--- src/design/b64ld_pkg.sv ---
// Shared constants, types and the character table of the base64 line decoder.
package b64ld_pkg;

    localparam logic [1:0] KIND_DATA = 2'd0;
    localparam logic [1:0] KIND_OK   = 2'd1;
    localparam logic [1:0] KIND_ERR  = 2'd2;

    localparam logic [1:0] PH_NORMAL    = 2'd0;
    localparam logic [1:0] PH_CR_SEEN   = 2'd1;
    localparam logic [1:0] PH_DISCARD   = 2'd2;
    localparam logic [1:0] PH_AFTER_PAD = 2'd3;

    localparam logic [7:0] PAD_CHAR = 8'h3D;
    localparam logic [7:0] LF_CHAR  = 8'h0A;
    localparam logic [7:0] CR_CHAR  = 8'h0D;
    localparam logic [7:0] NUL_CHAR = 8'h00;

    localparam logic [6:0] NO_SEXTET = 7'd127;

    localparam int COUNT_BITS_DEFAULT = 16;
    localparam int QUEUE_DEPTH        = 4;
    localparam int SHOWN_BITS         = 16;

    typedef struct packed {
        logic [1:0]            kind;
        logic [7:0]            data;
        logic [SHOWN_BITS-1:0] count;
    } result_t;

    // Up to three results caused by one character.
    typedef struct packed {
        logic [1:0]       n;
        result_t [2:0]    res;
    } job_t;

    function automatic logic [6:0] sextet_of(input logic [7:0] c);
        logic [6:0] v;
        v = NO_SEXTET;
        if (c >= 8'h41 && c <= 8'h5A) v = 7'(c - 8'h41);
        else if (c >= 8'h61 && c <= 8'h7A) v = 7'(c - 8'h61 + 8'd26);
        else if (c >= 8'h30 && c <= 8'h39) v = 7'(c - 8'h30 + 8'd52);
        else if (c == 8'h2B) v = 7'd62;
        else if (c == 8'h2F) v = 7'd63;
        return v;
    endfunction

endpackage

--- src/design/b64ld_char_if.sv ---
// Handshake channel that carries one encoded character per word.
interface b64ld_char_if;
    logic       valid;
    logic       ready;
    logic [7:0] in_char;

    modport source (output valid, output in_char, input ready);
    modport sink (input valid, input in_char, output ready);
endinterface

--- src/design/b64ld_result_if.sv ---
// Handshake channel that carries one decoded byte or status per word.
interface b64ld_result_if;
    logic        valid;
    logic        ready;
    logic [1:0]  result_kind;
    logic [7:0]  data_byte;
    logic [15:0] byte_count;
    logic        last_of_item;

    modport source (output valid, output result_kind, output data_byte,
                    output byte_count, output last_of_item, input ready);
    modport sink (input valid, input result_kind, input data_byte,
                  input byte_count, input last_of_item, output ready);
endinterface

--- src/design/base64_line_decoder.sv ---
// Top level of the strict base64 line decoder: front end, job queue and back end.
//
//   channel    direction  word contents
//   ---------  ---------  ----------------------------------------------------
//   chars      in         in_char: one encoded character
//   results    out        result_kind, data_byte, byte_count, last_of_item
//   cfg        in         cfg_write / cfg_data: terminator_mode (0 LF/CRLF, 1 NUL)
//
// The front end takes one character per cycle whenever the job queue has room and
// decides in that same cycle all results the character causes (zero to three).
// The back end drains one result word per cycle while the receiver is ready. A
// character that completes a full quad yields three words; the queue absorbs them.
// Reset clears the string state, the queue and the output stage at once; no
// clearing pass is needed. Either side may stall at any time without loss.
module base64_line_decoder
    import b64ld_pkg::*;
#(
    parameter int COUNT_BITS = COUNT_BITS_DEFAULT
)
(
    input  logic clk,
    input  logic rst_n,
    input  logic cfg_write,
    input  logic cfg_data,
    b64ld_char_if.sink chars,
    b64ld_result_if.source results
);
    // Job handoff between the two halves.
    logic push;
    job_t push_job;
    logic queue_full;
    logic pop;
    logic job_avail;
    job_t head_job;

    // The front end owns the terminator mode and all per-string state.
    b64ld_front #(
        .COUNT_BITS (COUNT_BITS)
    ) u_front (
        .clk        (clk),
        .rst_n      (rst_n),
        .cfg_write  (cfg_write),
        .cfg_data   (cfg_data),
        .chars      (chars),
        .queue_full (queue_full),
        .push       (push),
        .push_job   (push_job)
    );

    // A few jobs of slack let a stalled output leave the input running.
    b64ld_queue u_queue (
        .clk       (clk),
        .rst_n     (rst_n),
        .push      (push),
        .push_job  (push_job),
        .full      (queue_full),
        .pop       (pop),
        .not_empty (job_avail),
        .head_job  (head_job)
    );

    // The back end serializes each job onto the registered output.
    b64ld_back u_back (
        .clk       (clk),
        .rst_n     (rst_n),
        .job_avail (job_avail),
        .head_job  (head_job),
        .pop       (pop),
        .results   (results)
    );

    // The front end never writes into a full queue.
    assert property (@(posedge clk) disable iff (!rst_n) !(push && queue_full))
        else $error("job pushed into a full queue");

    // Only jobs that carry results are queued.
    assert property (@(posedge clk) disable iff (!rst_n) push |-> (push_job.n != 2'd0))
        else $error("empty job queued");

    // A status word is always the only, and so the last, word of its character.
    assert property (@(posedge clk) disable iff (!rst_n)
        (results.valid && results.result_kind != KIND_DATA) |->
            (results.last_of_item && results.data_byte == 8'd0))
        else $error("status word not last or carries data");

    // Result kinds stay within data, ok and error.
    assert property (@(posedge clk) disable iff (!rst_n)
        results.valid |-> (results.result_kind == KIND_DATA ||
                           results.result_kind == KIND_OK ||
                           results.result_kind == KIND_ERR))
        else $error("bad result kind");

endmodule

--- src/design/b64ld_queue.sv ---
// Short job queue between the character front end and the result back end.
module b64ld_queue
    import b64ld_pkg::*;
(
    input  logic clk,
    input  logic rst_n,
    input  logic push,
    input  job_t push_job,
    output logic full,
    input  logic pop,
    output logic not_empty,
    output job_t head_job
);
    localparam int PTR_BITS = (QUEUE_DEPTH > 1) ? $clog2(QUEUE_DEPTH) : 1;
    localparam int CNT_BITS = $clog2(QUEUE_DEPTH + 1);

    job_t                entry_reg [QUEUE_DEPTH];
    logic [PTR_BITS-1:0] wr_ptr_reg, wr_ptr_next;
    logic [PTR_BITS-1:0] rd_ptr_reg, rd_ptr_next;
    logic [CNT_BITS-1:0] fill_reg, fill_next;

    assign full      = (fill_reg == CNT_BITS'(QUEUE_DEPTH));
    assign not_empty = (fill_reg != '0);
    assign head_job  = entry_reg[rd_ptr_reg];

    always_comb
    begin
        wr_ptr_next = wr_ptr_reg;
        rd_ptr_next = rd_ptr_reg;
        fill_next   = fill_reg;
        if (push)
        begin
            wr_ptr_next = (wr_ptr_reg == PTR_BITS'(QUEUE_DEPTH - 1)) ? '0 : wr_ptr_reg + 1'b1;
        end
        if (pop)
        begin
            rd_ptr_next = (rd_ptr_reg == PTR_BITS'(QUEUE_DEPTH - 1)) ? '0 : rd_ptr_reg + 1'b1;
        end
        if (push && !pop)
        begin
            fill_next = fill_reg + 1'b1;
        end
        else if (pop && !push)
        begin
            fill_next = fill_reg - 1'b1;
        end
    end

    always_ff @(posedge clk or negedge rst_n)
    begin
        if (!rst_n)
        begin
            wr_ptr_reg <= '0;
            rd_ptr_reg <= '0;
            fill_reg   <= '0;
        end
        else
        begin
            wr_ptr_reg <= wr_ptr_next;
            rd_ptr_reg <= rd_ptr_next;
            fill_reg   <= fill_next;
        end
    end

    always_ff @(posedge clk)
    begin
        if (push)
        begin
            entry_reg[wr_ptr_reg] <= push_job;
        end
    end

endmodule

--- src/design/b64ld_front.sv ---
// Front end: accepts characters, tracks the quad and string state, builds result jobs.
module b64ld_front
    import b64ld_pkg::*;
#(
    parameter int COUNT_BITS = COUNT_BITS_DEFAULT
)
(
    input  logic clk,
    input  logic rst_n,
    input  logic cfg_write,
    input  logic cfg_data,
    b64ld_char_if.sink chars,
    input  logic queue_full,
    output logic push,
    output job_t push_job
);
    localparam logic [COUNT_BITS-1:0] COUNT_MAX = {COUNT_BITS{1'b1}};

    logic                  mode_reg;
    logic [1:0]            quad_pos_reg, quad_pos_next;
    logic [17:0]           held_reg, held_next;
    logic                  third_pad_reg, third_pad_next;
    logic [1:0]            phase_reg, phase_next;
    logic                  pad_mis_reg, pad_mis_next;
    logic [COUNT_BITS-1:0] count_reg, count_next;

    logic                  accept;
    logic [7:0]            c;
    logic                  is_term, cr_ok, is_pad, sym_ok;
    logic [6:0]            v_raw;
    logic [5:0]            v;
    logic [COUNT_BITS-1:0] inc1, inc2, inc3;
    logic [7:0]            b1, b2, b3;
    logic                  do_finish;
    logic [1:0]            fin_kind, fin_phase;

    function automatic logic [SHOWN_BITS-1:0] shown(input logic [COUNT_BITS-1:0] cnt);
        logic [SHOWN_BITS-1:0] r;
        if ((COUNT_BITS > SHOWN_BITS) && (|(cnt >> SHOWN_BITS)))
            r = {SHOWN_BITS{1'b1}};
        else
            r = SHOWN_BITS'(cnt);
        return r;
    endfunction

    assign chars.ready = !queue_full;
    assign accept      = chars.valid && !queue_full;
    assign c           = chars.in_char;
    assign is_term     = (c == (mode_reg ? NUL_CHAR : LF_CHAR));
    assign cr_ok       = !mode_reg && (c == CR_CHAR);
    assign is_pad      = (c == PAD_CHAR);
    assign v_raw       = sextet_of(c);
    assign sym_ok      = (v_raw != NO_SEXTET);
    assign v           = is_pad ? 6'd0 : v_raw[5:0];

    // Saturating counts after one, two and three more bytes.
    assign inc1 = (count_reg > COUNT_MAX - COUNT_BITS'(1)) ? COUNT_MAX : count_reg + COUNT_BITS'(1);
    assign inc2 = (count_reg > COUNT_MAX - COUNT_BITS'(2)) ? COUNT_MAX : count_reg + COUNT_BITS'(2);
    assign inc3 = (count_reg > COUNT_MAX - COUNT_BITS'(3)) ? COUNT_MAX : count_reg + COUNT_BITS'(3);

    assign b1 = {held_reg[17:12], held_reg[11:10]};
    assign b2 = {held_reg[9:6], held_reg[5:2]};
    assign b3 = {held_reg[1:0], v};

    always_comb
    begin
        quad_pos_next  = quad_pos_reg;
        held_next      = held_reg;
        third_pad_next = third_pad_reg;
        phase_next     = phase_reg;
        pad_mis_next   = pad_mis_reg;
        count_next     = count_reg;
        push_job       = '0;
        do_finish      = 1'b0;
        fin_kind       = KIND_OK;
        fin_phase      = PH_NORMAL;

        if (accept)
        begin
            case (phase_reg)
                PH_DISCARD:
                begin
                    if (is_term) phase_next = PH_NORMAL;
                end
                PH_CR_SEEN:
                begin
                    do_finish = 1'b1;
                    if (is_term)
                    begin
                        fin_kind = pad_mis_reg ? KIND_ERR : KIND_OK;
                    end
                    else
                    begin
                        fin_kind  = KIND_ERR;
                        fin_phase = PH_DISCARD;
                    end
                end
                PH_AFTER_PAD:
                begin
                    if (is_term)
                    begin
                        do_finish = 1'b1;
                        fin_kind  = pad_mis_reg ? KIND_ERR : KIND_OK;
                    end
                    else if (cr_ok)
                    begin
                        phase_next = PH_CR_SEEN;
                    end
                    else
                    begin
                        do_finish = 1'b1;
                        fin_kind  = KIND_ERR;
                        fin_phase = PH_DISCARD;
                    end
                end
                default:
                begin
                    if (quad_pos_reg == 2'd0 && is_term)
                    begin
                        do_finish = 1'b1;
                    end
                    else if (quad_pos_reg == 2'd0 && cr_ok)
                    begin
                        phase_next = PH_CR_SEEN;
                    end
                    else if (!sym_ok && !(is_pad && quad_pos_reg >= 2'd2))
                    begin
                        do_finish = 1'b1;
                        fin_kind  = KIND_ERR;
                        fin_phase = is_term ? PH_NORMAL : PH_DISCARD;
                    end
                    else if (quad_pos_reg != 2'd3)
                    begin
                        if (quad_pos_reg == 2'd2 && is_pad) third_pad_next = 1'b1;
                        held_next     = {held_reg[11:0], v};
                        quad_pos_next = quad_pos_reg + 2'd1;
                    end
                    else
                    begin
                        push_job.res[0] = '{kind: KIND_DATA, data: b1, count: shown(inc1)};
                        push_job.res[1] = '{kind: KIND_DATA, data: b2, count: shown(inc2)};
                        push_job.res[2] = '{kind: KIND_DATA, data: b3, count: shown(inc3)};
                        if (third_pad_reg)
                        begin
                            push_job.n   = 2'd1;
                            count_next   = inc1;
                            pad_mis_next = !is_pad;
                            phase_next   = PH_AFTER_PAD;
                        end
                        else if (is_pad)
                        begin
                            push_job.n = 2'd2;
                            count_next = inc2;
                            phase_next = PH_AFTER_PAD;
                        end
                        else
                        begin
                            push_job.n = 2'd3;
                            count_next = inc3;
                        end
                        quad_pos_next  = 2'd0;
                        held_next      = '0;
                        third_pad_next = 1'b0;
                    end
                end
            endcase

            if (do_finish)
            begin
                push_job.n      = 2'd1;
                push_job.res[0] = '{kind: fin_kind, data: 8'd0, count: shown(count_reg)};
                quad_pos_next   = 2'd0;
                held_next       = '0;
                third_pad_next  = 1'b0;
                pad_mis_next    = 1'b0;
                count_next      = '0;
                phase_next      = fin_phase;
            end
        end
    end

    assign push = (push_job.n != 2'd0);

    always_ff @(posedge clk or negedge rst_n)
    begin
        if (!rst_n)
        begin
            mode_reg      <= 1'b0;
            quad_pos_reg  <= '0;
            held_reg      <= '0;
            third_pad_reg <= 1'b0;
            phase_reg     <= PH_NORMAL;
            pad_mis_reg   <= 1'b0;
            count_reg     <= '0;
        end
        else
        begin
            if (cfg_write) mode_reg <= cfg_data;
            quad_pos_reg  <= quad_pos_next;
            held_reg      <= held_next;
            third_pad_reg <= third_pad_next;
            phase_reg     <= phase_next;
            pad_mis_reg   <= pad_mis_next;
            count_reg     <= count_next;
        end
    end

endmodule

--- src/design/b64ld_back.sv ---
// Back end: unpacks queued jobs and presents their results one word at a time.
module b64ld_back
    import b64ld_pkg::*;
(
    input  logic clk,
    input  logic rst_n,
    input  logic job_avail,
    input  job_t head_job,
    output logic pop,
    b64ld_result_if.source results
);
    logic       cur_valid_reg, cur_valid_next;
    job_t       cur_job_reg, cur_job_next;
    logic [1:0] idx_reg, idx_next;
    logic       out_valid_reg, out_valid_next;
    result_t    out_res_reg, out_res_next;
    logic       out_last_reg, out_last_next;

    logic advance, take, cur_last, cur_free;

    assign advance  = !out_valid_reg || results.ready;
    assign take     = advance && cur_valid_reg;
    assign cur_last = (idx_reg == cur_job_reg.n - 2'd1);
    assign cur_free = !cur_valid_reg || (take && cur_last);
    assign pop      = job_avail && cur_free;

    always_comb
    begin
        cur_valid_next = cur_valid_reg;
        cur_job_next   = cur_job_reg;
        idx_next       = idx_reg;
        out_valid_next = out_valid_reg;
        out_res_next   = out_res_reg;
        out_last_next  = out_last_reg;

        if (take)
        begin
            out_valid_next = 1'b1;
            out_res_next   = cur_job_reg.res[idx_reg];
            out_last_next  = cur_last;
            idx_next       = idx_reg + 2'd1;
        end
        else if (advance)
        begin
            out_valid_next = 1'b0;
        end

        if (pop)
        begin
            cur_valid_next = 1'b1;
            cur_job_next   = head_job;
            idx_next       = 2'd0;
        end
        else if (take && cur_last)
        begin
            cur_valid_next = 1'b0;
        end
    end

    always_ff @(posedge clk or negedge rst_n)
    begin
        if (!rst_n)
        begin
            cur_valid_reg <= 1'b0;
            idx_reg       <= '0;
            out_valid_reg <= 1'b0;
        end
        else
        begin
            cur_valid_reg <= cur_valid_next;
            idx_reg       <= idx_next;
            out_valid_reg <= out_valid_next;
        end
    end

    always_ff @(posedge clk)
    begin
        cur_job_reg  <= cur_job_next;
        out_res_reg  <= out_res_next;
        out_last_reg <= out_last_next;
    end

    assign results.valid        = out_valid_reg;
    assign results.result_kind  = out_res_reg.kind;
    assign results.data_byte    = out_res_reg.data;
    assign results.byte_count   = out_res_reg.count;
    assign results.last_of_item = out_last_reg;

endmodule

--- src/flat_wrapper.sv ---
// flat-port wrapper written by rule: the top's interface ports become plain ports
module base64_line_decoder_flat import b64ld_pkg::*;
#(
    parameter int COUNT_BITS = COUNT_BITS_DEFAULT
)
  (clk, rst_n, cfg_write, cfg_data, chars_valid, chars_in_char, chars_ready, results_valid, results_result_kind, results_data_byte, results_byte_count, results_last_of_item, results_ready);
  b64ld_char_if chars_i ();
  b64ld_result_if results_i ();
  input  logic clk;
  input  logic rst_n;
  input  logic cfg_write;
  input  logic cfg_data;
  input wire logic [$bits(chars_i.valid)-1:0] chars_valid;
  input wire logic [$bits(chars_i.in_char)-1:0] chars_in_char;
  output wire logic [$bits(chars_i.ready)-1:0] chars_ready;
  output wire logic [$bits(results_i.valid)-1:0] results_valid;
  output wire logic [$bits(results_i.result_kind)-1:0] results_result_kind;
  output wire logic [$bits(results_i.data_byte)-1:0] results_data_byte;
  output wire logic [$bits(results_i.byte_count)-1:0] results_byte_count;
  output wire logic [$bits(results_i.last_of_item)-1:0] results_last_of_item;
  input wire logic [$bits(results_i.ready)-1:0] results_ready;
  assign chars_i.valid = chars_valid;
  assign chars_i.in_char = chars_in_char;
  assign chars_ready = chars_i.ready;
  assign results_valid = results_i.valid;
  assign results_result_kind = results_i.result_kind;
  assign results_data_byte = results_i.data_byte;
  assign results_byte_count = results_i.byte_count;
  assign results_last_of_item = results_i.last_of_item;
  assign results_i.ready = results_ready;
  base64_line_decoder #(.COUNT_BITS(COUNT_BITS)) u_core (.clk(clk), .rst_n(rst_n), .cfg_write(cfg_write), .cfg_data(cfg_data), .chars(chars_i), .results(results_i));
endmodule
--- config.mk ---
export PLATFORM = sky130hd
export DESIGN_NAME = base64_line_decoder_flat
export DESIGN_NICKNAME = d
export VERILOG_FILES = /design/src/design/b64ld_pkg.sv /design/src/design/b64ld_char_if.sv /design/src/design/b64ld_result_if.sv /design/src/design/base64_line_decoder.sv /design/src/design/b64ld_queue.sv /design/src/design/b64ld_front.sv /design/src/design/b64ld_back.sv /design/src/flat_wrapper.sv
export SDC_FILE = /design/constraint.sdc
export NUM_CORES = 1
export LEC_CHECK = 0
export BUFFER_PORTS_ARGS = -buffer_cell sky130_fd_sc_hd__buf_2
export CAP_MARGIN = 20
export CORE_ASPECT_RATIO = 0.5
export CORE_MARGIN = 5
export CORE_UTILIZATION = 40
export CTS_CLUSTER_SIZE = 40
export DETAILED_ROUTE_END_ITERATION = 7
export GPL_TIMING_DRIVEN = 0
export PLACE_DENSITY = 0.52
export SLEW_MARGIN = 20
export SYNTH_ARGS = -nofsm -noshare
export SYNTH_HDL_FRONTEND = slang
export SYNTH_HIERARCHICAL = 1
export SYNTH_SLANG_ARGS = --single-unit
--- constraint.sdc ---
create_clock -name clk -period 4.82 [get_ports clk]
set_input_delay 0.964 -clock clk [delete_from_list [all_inputs] [get_ports clk]]
set_output_delay 0.964 -clock clk [all_outputs]
set_load 0.05 [all_outputs]
# ---- Yosys cells after proc, flatten, opt, wreduce, memory -nomap -nowiden
# Memories as Yosys holds them, arrays and structs flattened. A register that Yosys moved wholly into a read port is not among the register bits.
# Index checks and enable logic that the tools add are counted.
dict set report word_totals {
  rom_bits 0
  in_bits 14
  elab_cells 214
  latch_bits 0
  ramBits 320
  regBits 79
  mem_count 1
}
dict set report classes {
  addsub 15
  bitwise 0
  multipliers 0
  eq_ne 28
  shifts 0
  order_cmp 11
  n_div 0
  n_reduce_logical 41
  muxes 101
}
# name depth word_bits rd rd_ports_with_merged_regs wr line
set memory_table {}
lappend memory_table {u_core.u_queue.entry_reg 4 80 1 1 1 b64ld_queue.sv:17} ;# job_t entry_reg [QUEUE_DEPTH];
# operator n
set ops {}
lappend ops {{$mux W80} 6}
lappend ops {{$mux W16} 11}
lappend ops {{$mux W18} 6}
lappend ops {{$mux W2} 35}
lappend ops {{$bmux W26 S2} 1}
lappend ops {{$mux W26} 2}
lappend ops {{$gt A16 B16 Y1 const B} 3}
lappend ops {{$mux W7} 5}
lappend ops {{$add A16 B2 Y16 const B} 2}
lappend ops {{$mux W1} 27}
lappend ops {{$eq A8 B6 Y1 const B} 3}
lappend ops {{$pmux W2 S3} 3}
lappend ops {{$add A16 B1 Y16 const B} 1}
lappend ops {{$ge A8 B7 Y1 const B} 2}
lappend ops {{$le A8 B7 Y1 const B} 2}
lappend ops {{$logic_and A1 B1 Y1} 15}
lappend ops {{$sub A7 B7 Y7 const B} 2}
lappend ops {{$reduce_and A6 Y1} 2}
lappend ops {{$reduce_bool A2 Y1} 6}
lappend ops {{$eq A2 B2 Y1 const B} 5}
lappend ops {{$ne A2 B1 Y1 const B} 5}
lappend ops {{$ne A5 B2 Y1 const B} 2}
lappend ops {{$logic_not A1 Y1} 9}
lappend ops {{$ne A3 B3 Y1 const B} 3}
lappend ops {{other kinds (32)} 38}

# ---- Logic depth before layout (Yosys ltp)
# Gate-level depths: netlist of run 1.
dict set report depth {
  word_depth 21
  depth_mapped 20
  ltp_nobuf 16
}

# ---- Hierarchy
# The synthesis of run 1 kept the hierarchy.
# mod cells_each n_inst seq_area_each_um2 area_each_um2
set by_module_without_submodules {}
lappend by_module_without_submodules {b64ld_queue 455 1 9784.4 12035.3}
lappend by_module_without_submodules {b64ld_front 632 1 1026.0 4485.6}
lappend by_module_without_submodules {b64ld_back 219 1 3313.2 4021.4}

# ---- Worst setup path after synthesis of run 1
# OpenSTA, ideal clock, no wires.
dict set report synth_path {
  kind {input to register}
  startpoint {input chars_in_char[3]}
  endpoint {memory u_core/u_queue/entry_reg[0][0] in the netlist's numbering (enable)}
  path_buffers 4
  arrival_ps 5324
  path_slack_ps -951
  path_stages 15
  setup_time_ps 447
  cell_sequence {clkbuf_1 inv_1 ha_1 and4bb_1 and3b_1 buf_2 a32o_1 o211a_1 nor3_2 a41o_1 buf_2 o21ai_4 inv_2 buf_2 and2_1}
}
dict set report synth_between {
  elab_chain_cells 19
  word_cells_on_any_way 51
  classes_between {add/sub: 5; order compare: 6; eq/ne: 6; mux: 23; reduce/logical: 11}
}
# element line
set synth_lines {}
lappend synth_lines {{start: declaration} flat_wrapper.sv:14} ;# input wire logic [$bits(chars_i.in_char)-1:0] chars_in_char;
lappend synth_lines {{branches (longest 14 deep; another with $sub A7 B6 Y7)} -}
lappend synth_lines {{$mux W2 (*)} b64ld_front.sv:168} ;# if (do_finish)
lappend synth_lines {{$mux W80 (*)} b64ld_front.sv:78} ;# if (accept)
lappend synth_lines {{$reduce_bool A2 Y1 (*)} b64ld_front.sv:182} ;# assign push = (push_job.n != 2'd0);
lappend synth_lines {{named net u_core.push} base64_line_decoder.sv:29} ;# logic push;
lappend synth_lines {{$mux W1 (*)} b64ld_queue.sv:67} ;# if (push)
lappend synth_lines {{$mux W1 (not written as such) (*)} b64ld_queue.sv:69} ;# entry_reg[wr_ptr_reg] <= push_job;
lappend synth_lines {{end: declaration} b64ld_queue.sv:17}
# Mark *: on every way through the listed nets, which the timed path passes. The select of a mux whose other input is x is not followed.

# ---- Worst setup path in the final report of run 1
dict set report layout_path {
  startpoint {input chars_in_char[3]}
  endpoint {register u_core.u_queue.fill_reg[1]}
}
dict set report layout_between {
  word_cells_on_any_way 54
  classes_between {add/sub: 5; order compare: 6; eq/ne: 6; mux: 22; reduce/logical: 15}
}
# element line
set layout_lines {}
lappend layout_lines {{branches (longest 14 deep; another with $sub A7 B6 Y7)} -}
lappend layout_lines {{$mux W2 (*)} b64ld_front.sv:168}
lappend layout_lines {{$mux W80 (*)} b64ld_front.sv:78}
lappend layout_lines {{$reduce_bool A2 Y1 (*)} b64ld_front.sv:182}
lappend layout_lines {{named net u_core.push} base64_line_decoder.sv:29}
lappend layout_lines {{$logic_and A1 B1 Y1 (*)} b64ld_queue.sv:39} ;# if (push && !pop)
lappend layout_lines {{$mux W3 (*)} b64ld_queue.sv:39}
lappend layout_lines {{named net u_core.u_queue.fill_next[1]} b64ld_queue.sv:20} ;# logic [CNT_BITS-1:0] fill_reg, fill_next;
lappend layout_lines {{end signal: assignment} b64ld_queue.sv:61} ;# fill_reg <= fill_next;
lappend layout_lines {{end: declaration} b64ld_queue.sv:20}
# Marks and branches as above.
# A chain may end at the register's enable or synchronous reset.

==> results.yml, run 1 <==
synth:
  async_flop_share: 0.109
  yosys-top-cells-count: "edfxtp_1, nand2_1, mux4_2"
  synth-edff-count: 427
  ys_types: 76
  synth_seq_cells: 479
  mappedNetlistArea_sq_um: 20500
  synth_cells: 1306
  synth_flop_cell: "edfxtp_1"
  ys_warn_count: 6
  synth_most_common_cell: "edfxtp_1"
  yosys.area.top_type_share: 0.624
  yosysTopAreaCell: "edfxtp_1"
  avgSynthCellArea_sq_um: 15.7
  ys_seq_area_frac: 0.688
  synth.top_cells.by_area: "edfxtp_1, mux4_2, dfrtp_1"
hold_path:
  min-delay-path-class: "input pin to async pin"
critical_path:
  ff2ff_path_depth: 9
  crit_end: "u_core/u_queue/fill_reg[1]$_DFFE_PN0P_"
  r2r_end: "u_core/u_queue/entry_reg[2][3]$_DFFE_PP_"
  cp_cell_sequence: "buf_2 > clkbuf_1 > inv_1 > ha_1 > and4bb_1 > nor2b_1 > a31oi_1 > a32oi_4 > nor3_4 > a41o_1 > clkbuf_4 > o21ai_4 > inv_2 > buf_6 > ha_1 > inv_1 > fa_1 > mux2_2"
  cp_slowest_cell: "a32oi_4"
  end_kind: "register"
  crit_path_start: "chars_in_char[3]"
  crit_family: "buffers and inverters"
  r2r_start: "u_core/u_front/count_reg[4]$_DFFE_PN0P_"
  max_stage_delay_ps: 490
  critPathLaunchType: "input pin"
  path_class: "input pin to register"
  cp.depth: 18
  critPathArrivalTime_ps: 5060
  crit_fanout: 22
  reg2reg_slack_ps: 1040
  worst-endpoint-required_ps: 5260
  path_buf_inv: 7
clocking:
  root_buffer: "clkbuf_16"
  cts_max_level: 2
  clockBufferDepth: 3
  cts_tree: "built"
  clk_pin_slew_ps: 60
  cts_buffers: 44
  cts_sinks: 479
  clk-insertion-delay-late_ps: 550
  cts-hold-fix-buffers: 0
timing:
  drv_slew: 0
  hold_viol: 0
  fmax_mhz: 216
  post-route-period-util: 0.958
  min_period_ps: 4620
  rsz0062_at_grt: "true"
  finalSetupViolCount: 0
  hold_ws_ps: 358
  tns_ps: 0
  clock_skew_ps: 16.3
  slew_headroom: 0.248
  worst_pin_slew_ps: 1120
floorplan:
  core_sq_um: 50500
  ios: 43
  die-area_sq_um: 56300
  fp.dieW_um: 330
  dieHeight_um: 170
  rows: 58
  start_util: 0.407
global_routing:
  grt_first_pass_wirelength_mm: 83.4
  track_usage: 0.204
  grt_overflow: 0
  grt_pass1_vias: 12300
  antenna_found_initial: 1
  grt_max_degree: 42
detailed_routing:
  drt-total-wl_mm: 56.8
  dr.first_iter.drc_count: 1171
  drt-wirelength-per-cell_um: 26.5
  ant_nets: 0
  drt-vias-per-instance: 5.72
  firstDrtPassIters: 5
  drc_errors: 0
  vias: 12300
cells_and_area:
  fin_util: 0.463
  drive_gt1_frac: 0.189
  area_growth_pct: 13.8
  num_antenna_cells: 0
  largest_reg_flops: 320
  fin_nets: 1456
power:
  p_leak_nw: 7.87
  ir_worst_vdd_v: 0.000241
  powerDensity_nw_per_um2: 531
placed_design:
  port_buffers: 42
  place_congestion: 0.865
  hpwl_mm: 37.8
run_status:
  status: "complete, no violations"
job:
  cap_violations: 0
==> final cells by class <==
cell class                      count  area (sq um)
Buffer                             85           536
Clock buffer                       58          1190
Clock inverter                     22           133
Fill cell                        4445         27100
Inverter                           28           105
Multi-Input combinational cell    721          5910
Sequential cell                   479         14100
Tap cell                          690           863
Timing Repair Buffer               59           515
==> per-layer routing <==
layer,global-route usage,routed length [um]
met1,0.309,26500
met2,0.294,24200
met3,0.0588,5090
met4,0.0423,1030
met5,0,0
==> repair_timing <==
item,CTS,global route
cloned,4,0
pin swaps,5,2
endpoints found under the setup margin,322,229
resized for setup,5,8
buffers inserted,1,4
==> worst min-delay path by stage <==
stage	endpoint	slack (ps)	cells after the start
after floorplan	u_core/u_queue/fill_reg[2]$_DFFE_PN0P_	450	1
after global placement	u_core/u_queue/fill_reg[2]$_DFFE_PN0P_	460	1
after detailed placement	u_core/u_front/held_reg[15]$_DFFE_PN0P_	490	1
after CTS	u_core/u_queue/fill_reg[0]$_DFFE_PN0P_	350	1
after global routing	u_core/u_queue/fill_reg[1]$_DFFE_PN0P_	360	1
final	u_core/u_queue/fill_reg[0]$_DFFE_PN0P_	360	1
==> cells in the final DEF (no fill, tap or decap), types with 8 or more instances in the layout <==
cell type,n
and2_1,22
buf_2,63
edfxtp_1,427
mux4_2,80
a31oi_1,13
buf_12,13
dfrtp_1,52
nand4_1,9
o211ai_1,8
mux2i_1,26
o21ai_0,35
nand2_1,89
nor3_1,20
clkbuf_1,49
xor2_1,12
a22o_1,18
nand2b_1,9
ha_1,23
xnor2_1,21
clkbuf_16,44
buf_4,13
nor2_1,79
a21o_1,8
nand3_1,29
inv_1,26
o21ai_1,39
clkinv_1,11
a211oi_1,8
a21oi_1,47
==> worst reg2reg max path, cell delays in order (launching register included) <==
cell and delay [ps]:
dfrtp_1 320, clkbuf_1 330, nand4_1 360, or4_1 710, or3_1 340, clkbuf_1 270, clkbuf_1 400, o21ai_0 190
nand2_1 70, a31oi_1 500
==> through the flow <==
stage               setup WS (ps)  power [mW]  cell area [sq um]  instances
CTS                          16.7        12.5              23300       2138
finish                        201        12.4              23400       2142
detailed placement          -1170        9.18              21900       2053
global placement            -2200        9.11              21600       2041
floorplan                   -77.5        8.04              20600       1309
global route                -38.9        13.0              23400       2142
==> logic make-up (layout without fill, tap and decap cells) <==
family                   Yosys count  in the layout  synth area share
XOR/XNOR                          34             34            0.0154
AND/OR/NAND/NOR                  312            316            0.0746
buffers and inverters            113            252            0.0308
adder cells (fa/ha/maj)           24             24            0.0150
multiplexers                     113            113             0.104
other                              1              4          0.000183
flip-flops                       479            479             0.688
AO/OA/AOI/OAI                    230            230            0.0722
==> where the power goes <==
part           switching, mW  internal (mW)  total [mW]
registers              0.258           5.28        5.54
logic                   2.23           1.36        3.59
clock network           1.53           1.76        3.28
total                   4.01           8.40        12.4
No activity file was read; power rests on OpenSTA's default activity.
==> inputs of run 2 (changes only) <==
--- a/config.mk
+++ b/config.mk
@@ -5,7 +5,7 @@
 export SDC_FILE = /design/constraint.sdc
 export NUM_CORES = 1
 export LEC_CHECK = 0
-export BUFFER_PORTS_ARGS = -buffer_cell sky130_fd_sc_hd__buf_2
+export BUFFER_PORTS_ARGS = -buffer_cell sky130_fd_sc_hd__buf_4
 export CAP_MARGIN = 20
 export CORE_ASPECT_RATIO = 0.5
 export CORE_MARGIN = 5
@@ -14,6 +14,7 @@
 export DETAILED_ROUTE_END_ITERATION = 7
 export GPL_TIMING_DRIVEN = 0
 export PLACE_DENSITY = 0.52
+export RECOVER_POWER = 50
 export SLEW_MARGIN = 20
 export SYNTH_ARGS = -nofsm -noshare
 export SYNTH_HDL_FRONTEND = slang
==> run 2 against run 1 <==
The flow now finishes with violations (max-capacitance violations, max-slew violations). Critical path depth is the same. First-iteration DRC count grew 4.0%. Sequential power barely moved. Core utilization decreased by 0.58 points. Total power fell by 2.3%. Die area is the same. Register-to-register slack got worse by 330 ps. Sequential cell count is the same.
==> results.yml, run 2 (synthesized netlist as in run 1, its figures left out) <==
placed_design:
  preCtsSetupSlack_ps: -1210
  port_buffers: 42
  dp_cells: 2051
  place_area_sq_um: 21900
  hpwl_mm: 37.7
  place_congestion: 0.850
timing:
  tns_ps: 0
  rsz0062_at_grt: "false"
  hold_viol: 0
  post-route-period-util: 0.969
  min_period_ps: 4670
  clock_skew_ps: 21.9
  finalSetupViolCount: 0
  drv_slew: 100
  slew_headroom: -1.22
  fmax_mhz: 214
  timing.final.ws_setup_ps: 148
  worst_pin_slew_ps: 3330
floorplan:
  start_util: 0.407
  rows: 58
  fp.dieW_um: 330
  ios: 43
  dieHeight_um: 170
  die-area_sq_um: 56300
  core_sq_um: 50500
power:
  swShare: 0.322
  netSwitchingPower_mw: 3.90
  power_frac_seq: 0.457
  p_comb_frac: 0.272
  p_leak_nw: 7.62
  p_int_mw: 8.22
  clkPwrFrac: 0.270
  powerDensity_nw_per_um2: 525
  ir_worst_vdd_v: 0.000309
detailed_routing:
  drt-vias-per-instance: 5.66
  vias: 12100
  firstDrtPassIters: 5
  drt-wirelength-per-cell_um: 26.6
  dr.first_iter.drc_count: 1218
  drc_errors: 0
  drt-total-wl_mm: 57.0
  ant_nets: 0
global_routing:
  grt_pass1_vias: 11900
  track_usage: 0.204
  grt_first_pass_wirelength_mm: 83.0
  grt_max_degree: 53
  antenna_found_initial: 1
  grt_overflow: 0
hold_path:
  min-delay-path-class: "register to register"
clocking:
  cts_sinks: 479
  cts_buffers: 44
  root_buffer: "clkbuf_16"
  clk_pin_slew_ps: 60
  cts_max_level: 2
  clk-insertion-delay-late_ps: 570
  clockBufferDepth: 3
  cts_tree: "built"
cells_and_area:
  fin_nets: 1454
  fillCellCount: 4511
  final_common_cell: "edfxtp_1"
  fin_cells: 2143
  fin_util: 0.457
  drive_gt1_frac: 0.142
  largest_reg_flops: 320
  fin_area_sq_um: 23100
  area_growth_pct: 12.4
  mostFrequentLayoutCells: "edfxtp_1, clkbuf_1, nand2_1, mux4_2, nor2_1"
job:
  cap_violations: 3
critical_path:
  end_kind: "register"
  worst-endpoint-required_ps: 5260
  path_class: "input pin to register"
  critPathArrivalTime_ps: 5110
  critPathLaunchType: "input pin"
  crit_fanout: 22
run_status:
  status: "complete, but fails checks"
  violations: "max-capacitance violations, max-slew violations"
[run 2: cell count changes in the layout (fill, tap and decap cells not counted), sizes merged]
| cell | before | now |
|---|---|---|
| clkinv | 16 | 17 |
| clkinvlp | 3 | 0 |
| diode | 0 | 5 |
| inv | 31 | 29 |
| buf | 104 | 52 |
| bufinv | 0 | 1 |
| clkbuf | 98 | 149 |
[run 2: critical path, stage by stage]
cell,delay (ps)
buf_4,100
clkbuf_1,330
inv_1,160
ha_1,230
and4bb_1,200
nor2b_1,410
a31oi_1,220
a32oi_4,490
nor3_4,90
a41o_1,240
buf_2,200
o21ai_4,180
inv_2,90
buf_6,190
ha_1,250
inv_1,70
fa_1,420
mux2_2,270
[run 2: path summary, 6_finish.rpt]
| check | from | endpoint | slack, ps | depth (start not counted) |
|---|---|---|---|---|
| min reg2reg | u_core/u_queue/fill_reg[2]$_DFFE_PN0P_ | u_core/u_queue/fill_reg[2]$_DFFE_PN0P_ | 480 | 1 |
| max reg2reg | u_core/u_back/idx_reg[1]$_DFFE_PN0P_ | u_core/u_queue/fill_reg[1]$_DFFE_PN0P_ | 710 | 11 |
| max in group asynchronous | rst_n | u_core/u_front/held_reg[11]$_DFFE_PN0P_ | 1410 | 1 |
| min in group asynchronous | rst_n | u_core/u_queue/fill_reg[0]$_DFFE_PN0P_ | 1530 | 1 |
| max | chars_in_char[3] | u_core/u_queue/fill_reg[1]$_DFFE_PN0P_ | 150 | 18 |
| min | u_core/u_queue/fill_reg[2]$_DFFE_PN0P_ | u_core/u_queue/fill_reg[2]$_DFFE_PN0P_ | 480 | 1 |
[run 2: timing repair]
action | in CTS | in global routing
buffers inserted | 1 | 4
resized for setup | 5 | 5
setup endpoints to repair | 331 | 141
cloned | 4 | 0
pin swaps | 5 | 3
hold buffers | 0 | 0
[run 2: cell type report]
cell class / instances / area, sq um / area share
Inverter: 28 / 105 / 0.00455
Multi-Input combinational cell: 721 / 5850 / 0.254
Clock buffer: 59 / 1180 / 0.0511
Buffer: 85 / 382 / 0.0165
Tap cell: 690 / 863 / 0.0374
Timing Repair Buffer: 57 / 418 / 0.0181
Antenna cell: 5 / 12.5 / 0.000542
Clock inverter: 19 / 149 / 0.00645
Sequential cell: 479 / 14100 / 0.612
[run 2: layer usage]
layer / global-route usage / routed length (um)
met1: 0.324 / 27300
met2: 0.297 / 24100
met3: 0.0370 / 4800
met4: 0.0362 / 775
met5: 0 / 0
[run 2: metrics by stage]
step                      hold slack, ps  total power, mW
after CTS                            479             12.6
after floorplan                      449             8.04
final                                480             12.1
after detailed placement             471             9.23
after global routing                 511             12.7
after global placement               464             9.18
[run 2: power by group through the flow]
stage	Clock [mW]	Sequential, mW	Combinational, mW
4_1_cts	3.36	5.54	3.67
3_5_place_dp	0	5.63	3.61
2_1_floorplan	0	5.93	2.11
6_report	3.28	5.54	3.30
3_3_place_gp	0	5.66	3.52
5_1_grt	3.56	5.59	3.57
